**config.mk**
```make
export PLATFORM = sky130hd
export DESIGN_NAME = replay_action_stream_decoder
export DESIGN_NICKNAME = d
export VERILOG_FILES = /design/src/hdl/rasd_pkg.sv /design/src/hdl/rasd_front.sv /design/src/hdl/rasd_queue.sv /design/src/hdl/rasd_back.sv /design/src/hdl/replay_action_stream_decoder.sv
export VERILOG_INCLUDE_DIRS = /design/src /design/src/hdl
export SDC_FILE = /design/constraint.sdc
export NUM_CORES = 1
export LEC_CHECK = 0
export ABC_AREA = 0
export BUFFER_PORTS_ARGS = -buffer_cell sky130_fd_sc_hd__clkbuf_2
export CAP_MARGIN = 25
export CORE_UTILIZATION = 45
export DETAILED_ROUTE_END_ITERATION = 16
export PLACE_DENSITY = 0.63
export SYNTH_ARGS = -nofsm -noshare
export SYNTH_HDL_FRONTEND = slang
export SYNTH_SLANG_ARGS = --single-unit
export TNS_END_PERCENT = 1
```
**constraint.sdc**
```tcl
create_clock -name aclk -period 15.3 [get_ports aclk]
set_input_delay 3.06 -clock aclk [delete_from_list [all_inputs] [get_ports aclk]]
set_output_delay 3.06 -clock aclk [all_outputs]
set_load 0.05 [all_outputs]
```
**src/hdl/replay_action_stream_decoder_macros.svh**
```systemverilog
// assertion macros for the replay action stream decoder
`ifndef REPLAY_ACTION_STREAM_DECODER_MACROS_SVH
`define REPLAY_ACTION_STREAM_DECODER_MACROS_SVH
`ifndef SYNTHESIS
`define RASD_ASSERT_IMP(label, clk, rstn, a, c) \
    label: assert property (@(posedge clk) disable iff (!rstn) (a) |-> (c)) \
        else $error("assertion failed");
`define RASD_ASSERT_NXT(label, clk, rstn, a, c) \
    label: assert property (@(posedge clk) disable iff (!rstn) (a) |=> (c)) \
        else $error("assertion failed");
`else
`define RASD_ASSERT_IMP(label, clk, rstn, a, c)
`define RASD_ASSERT_NXT(label, clk, rstn, a, c)
`endif
`endif

```
**src/hdl/rasd_pkg.sv**
```systemverilog
// shared types and constants of the replay action stream decoder
`timescale 1ns / 1ps
package rasd_pkg;
    localparam logic [1:0] KIND_ACTION = 2'd0;
    localparam logic [1:0] KIND_FINISH = 2'd1;
    localparam logic [1:0] KIND_ERROR  = 2'd2;

    localparam logic [3:0] ERR_NONE      = 4'd0;
    localparam logic [3:0] ERR_SIGNATURE = 4'd1;
    localparam logic [3:0] ERR_VERSION   = 4'd2;
    localparam logic [3:0] ERR_TRUNCATED = 4'd3;
    localparam logic [3:0] ERR_VARINT    = 4'd4;
    localparam logic [3:0] ERR_FRAME     = 4'd6;
    localparam logic [3:0] ERR_V1_KIND   = 4'd7;
    localparam logic [3:0] ERR_DELTA_OVF = 4'd8;
    localparam logic [3:0] ERR_FRAME_OVF = 4'd9;

    localparam logic [30:0] FRAME_MAX = 31'h7fffffff;

    // one queued command between front and back: up to two results
    typedef struct packed {
        logic [1:0]  count;     // 1 or 2 results
        logic        fin2;      // second result of a pair is the finish
        logic [1:0]  kind;
        logic [30:0] frame;
        logic        player2;
        logic [3:0]  err;
    } rasd_cmd_t;

    function automatic logic [7:0] sig_byte(input logic [3:0] idx);
        logic [7:0] b;
        case (idx)
            4'd0: b = 8'h9f;   4'd1: b = 8'h88;   4'd2: b = 8'h89;   4'd3: b = 8'h84;
            4'd4: b = 8'h9f;   4'd5: b = 8'h3b;   4'd6: b = 8'h1d;   4'd7: b = 8'hd8;
            4'd8: b = 8'hcc;   4'd9: b = 8'ha1;   4'd10: b = 8'h86;  4'd11: b = 8'h8a;
            4'd12: b = 8'h88;  4'd13: b = 8'h99;  4'd14: b = 8'h84;  default: b = 8'h00;
        endcase
        return b;
    endfunction
endpackage

```
**src/hdl/rasd_front.sv**
```systemverilog
// front end: parses bytes and turns them into result commands
`timescale 1ns / 1ps
module rasd_front import rasd_pkg::*; #(
    parameter int META_BYTES = 64
) (
    input  logic       aclk,
    input  logic       aresetn,
    input  logic       in_valid,
    output logic       in_ready,
    input  logic [7:0] in_byte,
    input  logic       in_eof,
    output logic       cmd_valid,
    input  logic       cmd_ready,
    output rasd_cmd_t  cmd
);
    localparam logic [3:0] PH_HEADER = 4'd0, PH_META = 4'd1, PH_V1_COUNT = 4'd2,
        PH_V1_FRAME = 4'd3, PH_V1_FLAGS = 4'd4, PH_V2_START = 4'd5, PH_V2_FLAGS = 4'd6,
        PH_V2_SKIP = 4'd7, PH_V2_DELTA = 4'd8, PH_DONE = 4'd9, PH_FAILED = 4'd10;

    logic [3:0]  phase_reg, phase_next;
    logic [6:0]  pos_reg, pos_next;
    logic [1:0]  ver_reg, ver_next;
    logic [31:0] vacc_reg, vacc_next;
    logic [2:0]  vidx_reg, vidx_next;
    logic [31:0] rem_reg, rem_next;
    logic [31:0] rframe_reg, rframe_next;
    logic [63:0] cur_reg, cur_next;
    logic [63:0] prev_reg, prev_next;
    logic [63:0] dacc_reg, dacc_next;
    logic [7:0]  flags_reg, flags_next;
    logic [3:0]  skip_reg, skip_next;

    logic        emit;
    rasd_cmd_t   c;
    logic        accept;

    assign in_ready  = cmd_ready;
    assign accept    = in_valid && in_ready;
    assign cmd_valid = accept && emit;
    assign cmd       = c;

    // delta length from a flag byte
    function automatic logic [2:0] dlen(input logic [7:0] f);
        return (f[7:6] == 2'd3) ? 3'd4 : {1'b0, f[7:6]};
    endfunction

    always_comb begin
        logic        vdone, verr;
        logic [31:0] vval, vor;
        logic [4:0]  sh;
        logic [63:0] base, d, dsum;
        logic        dovf, fovf, do_after, fin;
        logic [7:0]  hf;
        logic [3:0]  sk;
        logic [2:0]  kd;
        phase_next = phase_reg; pos_next = pos_reg; ver_next = ver_reg;
        vacc_next = vacc_reg; vidx_next = vidx_reg; rem_next = rem_reg;
        rframe_next = rframe_reg; cur_next = cur_reg; prev_next = prev_reg;
        dacc_next = dacc_reg; flags_next = flags_reg; skip_next = skip_reg;
        emit = 1'b0;
        c = '{count: 2'd1, fin2: 1'b0, kind: KIND_ACTION, frame: '0, player2: 1'b0,
              err: ERR_NONE};
        vdone = 1'b0; verr = 1'b0; vval = '0; vor = '0; sh = '0;
        base = '0; d = '0; dsum = '0; dovf = 1'b0; fovf = 1'b0;
        do_after = 1'b0; fin = 1'b0; hf = flags_reg; sk = '0; kd = in_byte[2:0];

        // varint digit, shared by all varint phases
        sh  = 5'(7 * int'(vidx_reg[1:0])) + ((vidx_reg[2]) ? 5'd28 : 5'd0);
        vor = vacc_reg | (32'(in_byte[6:0]) << sh);
        if (vidx_reg >= 3'd4 && in_byte[7:4] != 4'd0) verr = 1'b1;
        else if (!in_byte[7]) vdone = 1'b1;

        if (phase_reg == PH_DONE || phase_reg == PH_FAILED) begin
            // idle until reset
        end else if (in_eof) begin
            emit = 1'b1;
            if (phase_reg == PH_V2_FLAGS) begin
                c.kind = KIND_FINISH; phase_next = PH_DONE;
            end else begin
                c.kind = KIND_ERROR; c.err = ERR_TRUNCATED; phase_next = PH_FAILED;
            end
        end else begin
            case (phase_reg)
                PH_HEADER: begin
                    if (in_byte != sig_byte(pos_reg[3:0])) begin
                        emit = 1'b1; c.kind = KIND_ERROR; c.err = ERR_SIGNATURE;
                        phase_next = PH_FAILED;
                    end else if (pos_reg == 7'd15) begin
                        pos_next = '0; phase_next = PH_META;
                    end else pos_next = pos_reg + 7'd1;
                end
                PH_META: begin
                    if (pos_reg == 7'd0)
                        ver_next = (in_byte == 8'd1) ? 2'd1 : (in_byte == 8'd2) ? 2'd2 : 2'd0;
                    if (pos_reg == 7'(META_BYTES - 1)) begin
                        pos_next = '0; vacc_next = '0; vidx_next = '0;
                        if (ver_next == 2'd1) phase_next = PH_V1_COUNT;
                        else if (ver_next == 2'd2) phase_next = PH_V2_START;
                        else begin
                            emit = 1'b1; c.kind = KIND_ERROR; c.err = ERR_VERSION;
                            phase_next = PH_FAILED;
                        end
                    end else pos_next = pos_reg + 7'd1;
                end
                PH_V1_COUNT, PH_V1_FRAME, PH_V2_START: begin
                    if (verr) begin
                        emit = 1'b1; c.kind = KIND_ERROR; c.err = ERR_VARINT;
                        phase_next = PH_FAILED;
                    end else if (vdone) begin
                        vval = vor; vacc_next = '0; vidx_next = '0;
                        if (phase_reg == PH_V1_COUNT) begin
                            rem_next = vval;
                            if (vval == 32'd0) begin
                                emit = 1'b1; c.kind = KIND_FINISH; phase_next = PH_DONE;
                            end else phase_next = PH_V1_FRAME;
                        end else if (phase_reg == PH_V1_FRAME) begin
                            rframe_next = vval; phase_next = PH_V1_FLAGS;
                        end else begin
                            cur_next = 64'(vval); phase_next = PH_V2_FLAGS;
                        end
                    end else begin
                        vacc_next = vor; vidx_next = vidx_reg + 3'd1;
                    end
                end
                PH_V1_FLAGS: begin
                    if (kd < 3'd3 && rframe_reg[31]) begin
                        emit = 1'b1; c.kind = KIND_ERROR; c.err = ERR_FRAME;
                        phase_next = PH_FAILED;
                    end else if (kd > 3'd5) begin
                        emit = 1'b1; c.kind = KIND_ERROR; c.err = ERR_V1_KIND;
                        phase_next = PH_FAILED;
                    end else begin
                        rem_next = rem_reg - 32'd1;
                        if (kd < 3'd3) begin
                            emit = 1'b1; c.frame = rframe_reg[30:0]; c.player2 = in_byte[6];
                        end
                        if (rem_next == 32'd0) begin
                            fin = 1'b1; phase_next = PH_DONE;
                        end else phase_next = PH_V1_FRAME;
                        if (fin) begin
                            if (emit) begin
                                c.count = 2'd2; c.fin2 = 1'b1;
                            end else begin
                                emit = 1'b1; c.kind = KIND_FINISH;
                            end
                        end
                    end
                end
                PH_V2_FLAGS: begin
                    flags_next = in_byte; hf = in_byte;
                    if (in_byte[1:0] != 2'd0) begin
                        if (cur_reg[63:31] != '0) begin
                            emit = 1'b1; c.kind = KIND_ERROR; c.err = ERR_FRAME;
                            phase_next = PH_FAILED;
                        end else begin
                            emit = 1'b1; c.frame = cur_reg[30:0]; c.player2 = in_byte[3];
                            c.count = in_byte[4] ? 2'd2 : 2'd1;
                        end
                    end else if (in_byte[3:2] == 2'd3) begin
                        sk = in_byte[4] ? 4'd0 : 4'd4;
                    end else begin
                        sk = in_byte[4] ? 4'd8 : 4'd0; cur_next = '0;
                    end
                    if (phase_next != PH_FAILED) begin
                        if (sk != 4'd0) begin
                            skip_next = sk; phase_next = PH_V2_SKIP;
                        end else do_after = 1'b1;
                    end
                end
                PH_V2_SKIP: begin
                    skip_next = (skip_reg != 4'd0) ? skip_reg - 4'd1 : 4'd0;
                    if (skip_next == 4'd0) do_after = 1'b1;
                end
                PH_V2_DELTA: begin
                    dacc_next = dacc_reg | (64'(in_byte) << {pos_reg[1:0], 3'b000});
                    pos_next = pos_reg + 7'd1;
                    if (pos_next[2:0] >= dlen(flags_reg)) begin
                        pos_next = '0; fin = 1'b1;
                    end
                end
                default: phase_next = PH_FAILED;
            endcase

            if (do_after) begin
                dacc_next = '0; pos_next = '0;
                if (dlen(hf) != 3'd0) phase_next = PH_V2_DELTA;
                else fin = 1'b1;
            end
            if (fin && (phase_reg == PH_V2_FLAGS || phase_reg == PH_V2_SKIP
                        || phase_reg == PH_V2_DELTA)) begin
                phase_next = PH_V2_FLAGS;
                base = hf[5] ? prev_reg : 64'd0;
                {dovf, dsum} = {1'b0, dacc_next} + {1'b0, base};
                if (dovf) begin
                    emit = 1'b1; c = '{count: 2'd1, fin2: 1'b0, kind: KIND_ERROR, frame: '0,
                                       player2: 1'b0, err: ERR_DELTA_OVF};
                    phase_next = PH_FAILED;
                end else begin
                    d = dsum; dacc_next = '0;
                    if (dlen(hf) != 3'd0 && d != 64'd0) prev_next = d;
                    {fovf, cur_next} = {1'b0, cur_next} + {1'b0, d};
                    if (fovf) begin
                        cur_next = cur_reg;
                        emit = 1'b1; c = '{count: 2'd1, fin2: 1'b0, kind: KIND_ERROR,
                                           frame: '0, player2: 1'b0, err: ERR_FRAME_OVF};
                        phase_next = PH_FAILED;
                    end
                end
            end
        end
    end

    always_ff @(posedge aclk) begin
        if (!aresetn) begin
            phase_reg <= PH_HEADER; pos_reg <= '0; ver_reg <= '0; vacc_reg <= '0;
            vidx_reg <= '0; rem_reg <= '0; rframe_reg <= '0; cur_reg <= '0;
            prev_reg <= '0; dacc_reg <= '0; flags_reg <= '0; skip_reg <= '0;
        end else if (accept) begin
            phase_reg <= phase_next; pos_reg <= pos_next; ver_reg <= ver_next;
            vacc_reg <= vacc_next; vidx_reg <= vidx_next; rem_reg <= rem_next;
            rframe_reg <= rframe_next; cur_reg <= cur_next; prev_reg <= prev_next;
            dacc_reg <= dacc_next; flags_reg <= flags_next; skip_reg <= skip_next;
        end
    end
endmodule

```
**src/hdl/rasd_queue.sv**
```systemverilog
// short command queue between the parser and the result sequencer
`timescale 1ns / 1ps
`include "replay_action_stream_decoder_macros.svh"
module rasd_queue import rasd_pkg::*; #(
    parameter int DEPTH = 2
) (
    input  logic      aclk,
    input  logic      aresetn,
    input  logic      wr_valid,
    output logic      wr_ready,
    input  rasd_cmd_t wr_data,
    output logic      rd_valid,
    input  logic      rd_ready,
    output rasd_cmd_t rd_data
);
    localparam int AW = (DEPTH > 1) ? $clog2(DEPTH) : 1;
    rasd_cmd_t      mem_reg [DEPTH];
    logic [AW-1:0]  wp_reg, rp_reg;
    logic [AW:0]    cnt_reg;
    logic           wr, rd;

    assign wr_ready = (cnt_reg != (AW+1)'(DEPTH));
    assign rd_valid = (cnt_reg != '0);
    assign rd_data  = mem_reg[rp_reg];
    assign wr = wr_valid && wr_ready;
    assign rd = rd_valid && rd_ready;

    always_ff @(posedge aclk) begin
        if (wr) mem_reg[wp_reg] <= wr_data;
    end
    always_ff @(posedge aclk) begin
        if (!aresetn) begin
            wp_reg <= '0; rp_reg <= '0; cnt_reg <= '0;
        end else begin
            if (wr) wp_reg <= (wp_reg == AW'(DEPTH - 1)) ? '0 : wp_reg + 1'b1;
            if (rd) rp_reg <= (rp_reg == AW'(DEPTH - 1)) ? '0 : rp_reg + 1'b1;
            cnt_reg <= cnt_reg + (AW+1)'(wr) - (AW+1)'(rd);
        end
    end

    `RASD_ASSERT_IMP(a_cnt_bound, aclk, aresetn, 1'b1, cnt_reg <= (AW+1)'(DEPTH))
    `RASD_ASSERT_NXT(a_fill, aclk, aresetn, wr && !rd, cnt_reg == $past(cnt_reg) + 1'b1)
    `RASD_ASSERT_NXT(a_drain, aclk, aresetn, rd && !wr, cnt_reg == $past(cnt_reg) - 1'b1)
endmodule

```
**src/hdl/rasd_back.sv**
```systemverilog
// back end: plays each queued command out as one or two result beats
`timescale 1ns / 1ps
`include "replay_action_stream_decoder_macros.svh"
module rasd_back import rasd_pkg::*; (
    input  logic        aclk,
    input  logic        aresetn,
    input  logic        cmd_valid,
    output logic        cmd_ready,
    input  rasd_cmd_t   cmd,
    output logic        m_valid,
    input  logic        m_ready,
    output logic [1:0]  m_result_kind,
    output logic [30:0] m_action_frame,
    output logic        m_second_player,
    output logic [3:0]  m_error_code,
    output logic        m_last_of_run
);
    logic second_reg; // first of a pair already sent
    logic beat;
    logic fin_beat;

    assign m_valid = cmd_valid;
    assign beat = m_valid && m_ready;
    assign m_last_of_run = (cmd.count == 2'd1) || second_reg;
    assign cmd_ready = beat && m_last_of_run;
    // in an action+finish pair the second beat is the finish
    assign fin_beat        = second_reg && cmd.fin2;
    assign m_result_kind   = fin_beat ? KIND_FINISH : cmd.kind;
    assign m_action_frame  = fin_beat ? '0 : cmd.frame;
    assign m_second_player = fin_beat ? 1'b0 : cmd.player2;
    assign m_error_code    = cmd.err;

    always_ff @(posedge aclk) begin
        if (!aresetn) second_reg <= 1'b0;
        else if (beat) second_reg <= !m_last_of_run;
    end

    `RASD_ASSERT_IMP(a_pair_only, aclk, aresetn, second_reg, cmd_valid && cmd.count == 2'd2)
    `RASD_ASSERT_NXT(a_pair_end, aclk, aresetn, beat && second_reg, !second_reg)
    `RASD_ASSERT_NXT(a_valid_hold, aclk, aresetn, m_valid && !m_ready, m_valid)
endmodule

```
**src/hdl/replay_action_stream_decoder.sv**
```systemverilog
// top level of the replay action stream decoder
`timescale 1ns / 1ps
// replay action stream decoder
// input channel s_*: one file byte per beat (s_data_byte), or an end marker
// (s_end_of_file high, byte ignored). every beat is parsed in the cycle it is
// accepted; one byte is taken each cycle while the command queue has room.
// result channel m_*: action events, one completion or one numbered error;
// m_last_of_run flags the last result caused by an input beat. a flag byte
// with the swift bit gives two beats for one input.
// a result is registered in the command queue when its input beat is accepted.
// throughput: one input beat per cycle while the command queue has room; a
// two-result input holds the result channel for both of its result beats.
// structure: parser front end -> two-entry command queue -> sequencer that
// plays each command out; a stalled receiver fills the queue and then
// lowers s_ready, nothing is lost.
// reset (aresetn low, synchronous) returns the parser to the signature
// check and empties the queue. after a finish or error all input is
// consumed and ignored until the next reset.
module replay_action_stream_decoder import rasd_pkg::*; #(
    parameter int META_BYTES = 64
) (
    input  logic        aclk,
    input  logic        aresetn,
    input  logic        s_valid,
    output logic        s_ready,
    input  logic [7:0]  s_data_byte,
    input  logic        s_end_of_file,
    output logic        m_valid,
    input  logic        m_ready,
    output logic [1:0]  m_result_kind,
    output logic [30:0] m_action_frame,
    output logic        m_second_player,
    output logic [3:0]  m_error_code,
    output logic        m_last_of_run
);
    logic      f_valid, f_ready, q_valid, q_ready;
    rasd_cmd_t f_cmd, q_cmd;

    // parser front end
    rasd_front #(.META_BYTES(META_BYTES)) u_front (
        .aclk(aclk), .aresetn(aresetn),
        .in_valid(s_valid), .in_ready(s_ready),
        .in_byte(s_data_byte), .in_eof(s_end_of_file),
        .cmd_valid(f_valid), .cmd_ready(f_ready), .cmd(f_cmd)
    );

    // decoupling queue
    rasd_queue #(.DEPTH(2)) u_queue (
        .aclk(aclk), .aresetn(aresetn),
        .wr_valid(f_valid), .wr_ready(f_ready), .wr_data(f_cmd),
        .rd_valid(q_valid), .rd_ready(q_ready), .rd_data(q_cmd)
    );

    // result sequencer
    rasd_back u_back (
        .aclk(aclk), .aresetn(aresetn),
        .cmd_valid(q_valid), .cmd_ready(q_ready), .cmd(q_cmd),
        .m_valid(m_valid), .m_ready(m_ready),
        .m_result_kind(m_result_kind), .m_action_frame(m_action_frame),
        .m_second_player(m_second_player), .m_error_code(m_error_code),
        .m_last_of_run(m_last_of_run)
    );
endmodule

```
==> metrics.cfg <==
[routing]
via_per_inst = 6.04
firstDrtPassIters = 6
drcViolationCount = 0
final_antenna_net_count = 0
vias = 26631
drt_iter0_drc = 2759
avgRoutedWirePerCell_um = 20.5
wirelength_mm = 90.5

[floorplanning]
pin_count = 54
die_x_um = 252
dieArea_mm2 = 0.0634
die_h_um = 252
core_mm2 = 0.0617
num_rows = 91
start_util_pct = 45.5

[finish]
nets = 3699
final_common_cell = nand2_1
area_growth_pct = 9.48
final_core_util_pct = 49.8
drive_gt1_share_pct = 7.05
final_cell_mix = 436 x nand2_1, 427 x nor2_1, 326 x a21oi_1
largest_register_ffs = 82

[timing]
timing.setup.tns_ns = 0
worst_hold_slack_ns = 0.444
finalCritPeriodShare_pct = 71.7
fin_worst_skew_ns = 0.0275
drv_slew = 0
period_minus_slack_ns = 10.97
final-setup-viol-count = 0
worst_slew_pin_slew_ns = 1.06
rsz0062_at_grt = no
fmax_mhz = 91.2
finalHoldViolations = 0
max_slew_margin_pct = 29.0

[cts]
cts_buffers = 48
cts_resized = 0
clock_sinks = 407
cts_buffer_depth = 3
clock_latency_ns = 0.63
root_buffer = clkbuf_16
path_clk_slew_ns = 0.06
hold_buffers = 0
cts.htree.levels = 2
cts_tree = built
cts_setup_buffers = 0

[synth]
synth_top_area_cell = dfxtp_1
ys.flop_type = dfxtp_1
synth.avg_cell_area_um2 = 7.75
async_flop_share_pct = 0
ys_ff_latch = 407
ys_types = 89
ys_seq_area_share_pct = 31.9
syn_nets = 3787
yosysWarnings = 0
synthCells = 3621
synthTopCellsByArea = dfxtp_1 23%, edfxtp_1 8.8%, ha_1 6.6%
synth_edf_count = 82
syn_area_mm2 = 0.0281
synth_top_area_share_pct = 23.2

[global_route]
grt_max_degree = 88
antenna_found_initial = 1
grt_pass1_wl_mm = 140
grt_pass1_vias = 24064
grt_overflow = 0
groute.usage.overall_pct = 27.8

[critical_path]
max_stage_delay_ns = 0.80
crit_slowest_cell = and2_2
critPathLaunchType = primary input
cp-startpoint = s_data_byte[1]
r2r-start = u_front.phase_reg[3]
path_common_cell = nor2_1
cp-end-kind = flip-flop
crit_fanout = 41
critical_path_class = in -> reg
arrival_ns = 11.22
required_ns = 15.55

[placement]
place.gp.congestion = 0.999
hpwl_mm = 65.7
portBuffers = 53

[worst_hold_path]
holdCritPathClass = reg -> reg
hp-start = u_front.prev_reg[55]

[power_and_ir_drop]
p_per_area_mw_per_mm2 = 109
vdd_drop_max_v = 0.0000852
leakage_uw = 0.0116

[job]
drv_cap = 0

[outcome]
status = finished clean

## synth_stat cells, drive strengths merged, types with 10 or more instances
cell type / instances
a22oi: 78
and2: 114
xor2: 48
clkbuf: 201
o21a: 24
a21oi: 328
ha: 149
o21bai: 24
inv: 54
nand2: 437
nand3: 98
a21o: 76
or2: 14
nor4: 44
or3: 23
edfxtp: 82
and3: 19
mux2: 11
or4: 20
a22o: 11
and4: 10
a311oi: 27
nor2b: 92
nand2b: 33
nand4: 56
o21ai: 214
a31oi: 24
a21boi: 10
o211ai: 16
o31ai: 11
mux2i: 102
a211oi: 57
nor3: 91
nor2: 428
dfxtp: 325
xnor2: 91
buf: 42
## path summary, 6_finish.rpt
check / endpoint / slack [ns] / cells after the start
worst max-delay path: u_queue.mem_reg[1][18] / 4.33 / 29
worst min-delay path: u_front.prev_reg[55] / 0.44 / 2
worst max register to register: u_queue.mem_reg[1][18] / 5.85 / 27
worst min register to register: u_front.prev_reg[55] / 0.44 / 2
## routing by layer
layer | share of wire (%) | up-vias | GRT usage, %
met1 | 45 | 12541 | 38.4
li1 | - | 12865 | -
met4 | 3.2 | 2 | 9.40
met5 | 0.014 | - | 0
met3 | 7.3 | 180 | 3.57
met2 | 45 | 1043 | 44.6
## per-stage QoR
step	total power [uW]	instance area, um2	std cells	worst slack [ns]
finish	3340	30700	4410	4.33
floorplan	1860	28100	3621	4.13
global placement	2080	28900	4314	3.83
CTS	3360	30700	4406	4.44
detailed placement	2090	28900	4317	3.82
global route	3470	30700	4409	3.72
## layout make-up
class,instances,area [um2]
clock inverter,27,453
clock buffer,62,1300
sequential,407,8970
tap,837,1050
timing repair buffer,105,723
inverter,55,211
multi-input combinational,2916,18000
antenna,1,2.50
fill,6101,31000
## critical path, delay by kind of cell
kind                     cells  cell delay, ns
adder cells (fa/ha/maj)      3            1.12
AO/OA/AOI/OAI               12            3.58
AND/OR/NAND/NOR             10            2.49
buffers and inverters        3            0.67
XOR/XNOR                     1            0.24
## cell families (layout without fill, tap and decap cells)
kind of cell    Yosys count  count (layout)  synth area share [%]
fa+ha+maj               153             153                  6.93
simple gates           1502            1502                  25.3
mux                     117             117                  4.40
flops                   407             407                  31.9
buf+inv                 298             249                  4.27
xor+xnor                139             139                  4.34
compound gates         1005            1005                  22.8
other cells               0               1                     0
## power by group
group	internal (uW)	switching (uW)	total (uW)	leakage [uW]
logic	228	616	844	0.00740
clock network	762	506	1270	0.000837
registers	1180	51.5	1230	0.00339
Note: power is estimated with default switching activity, not from simulation.
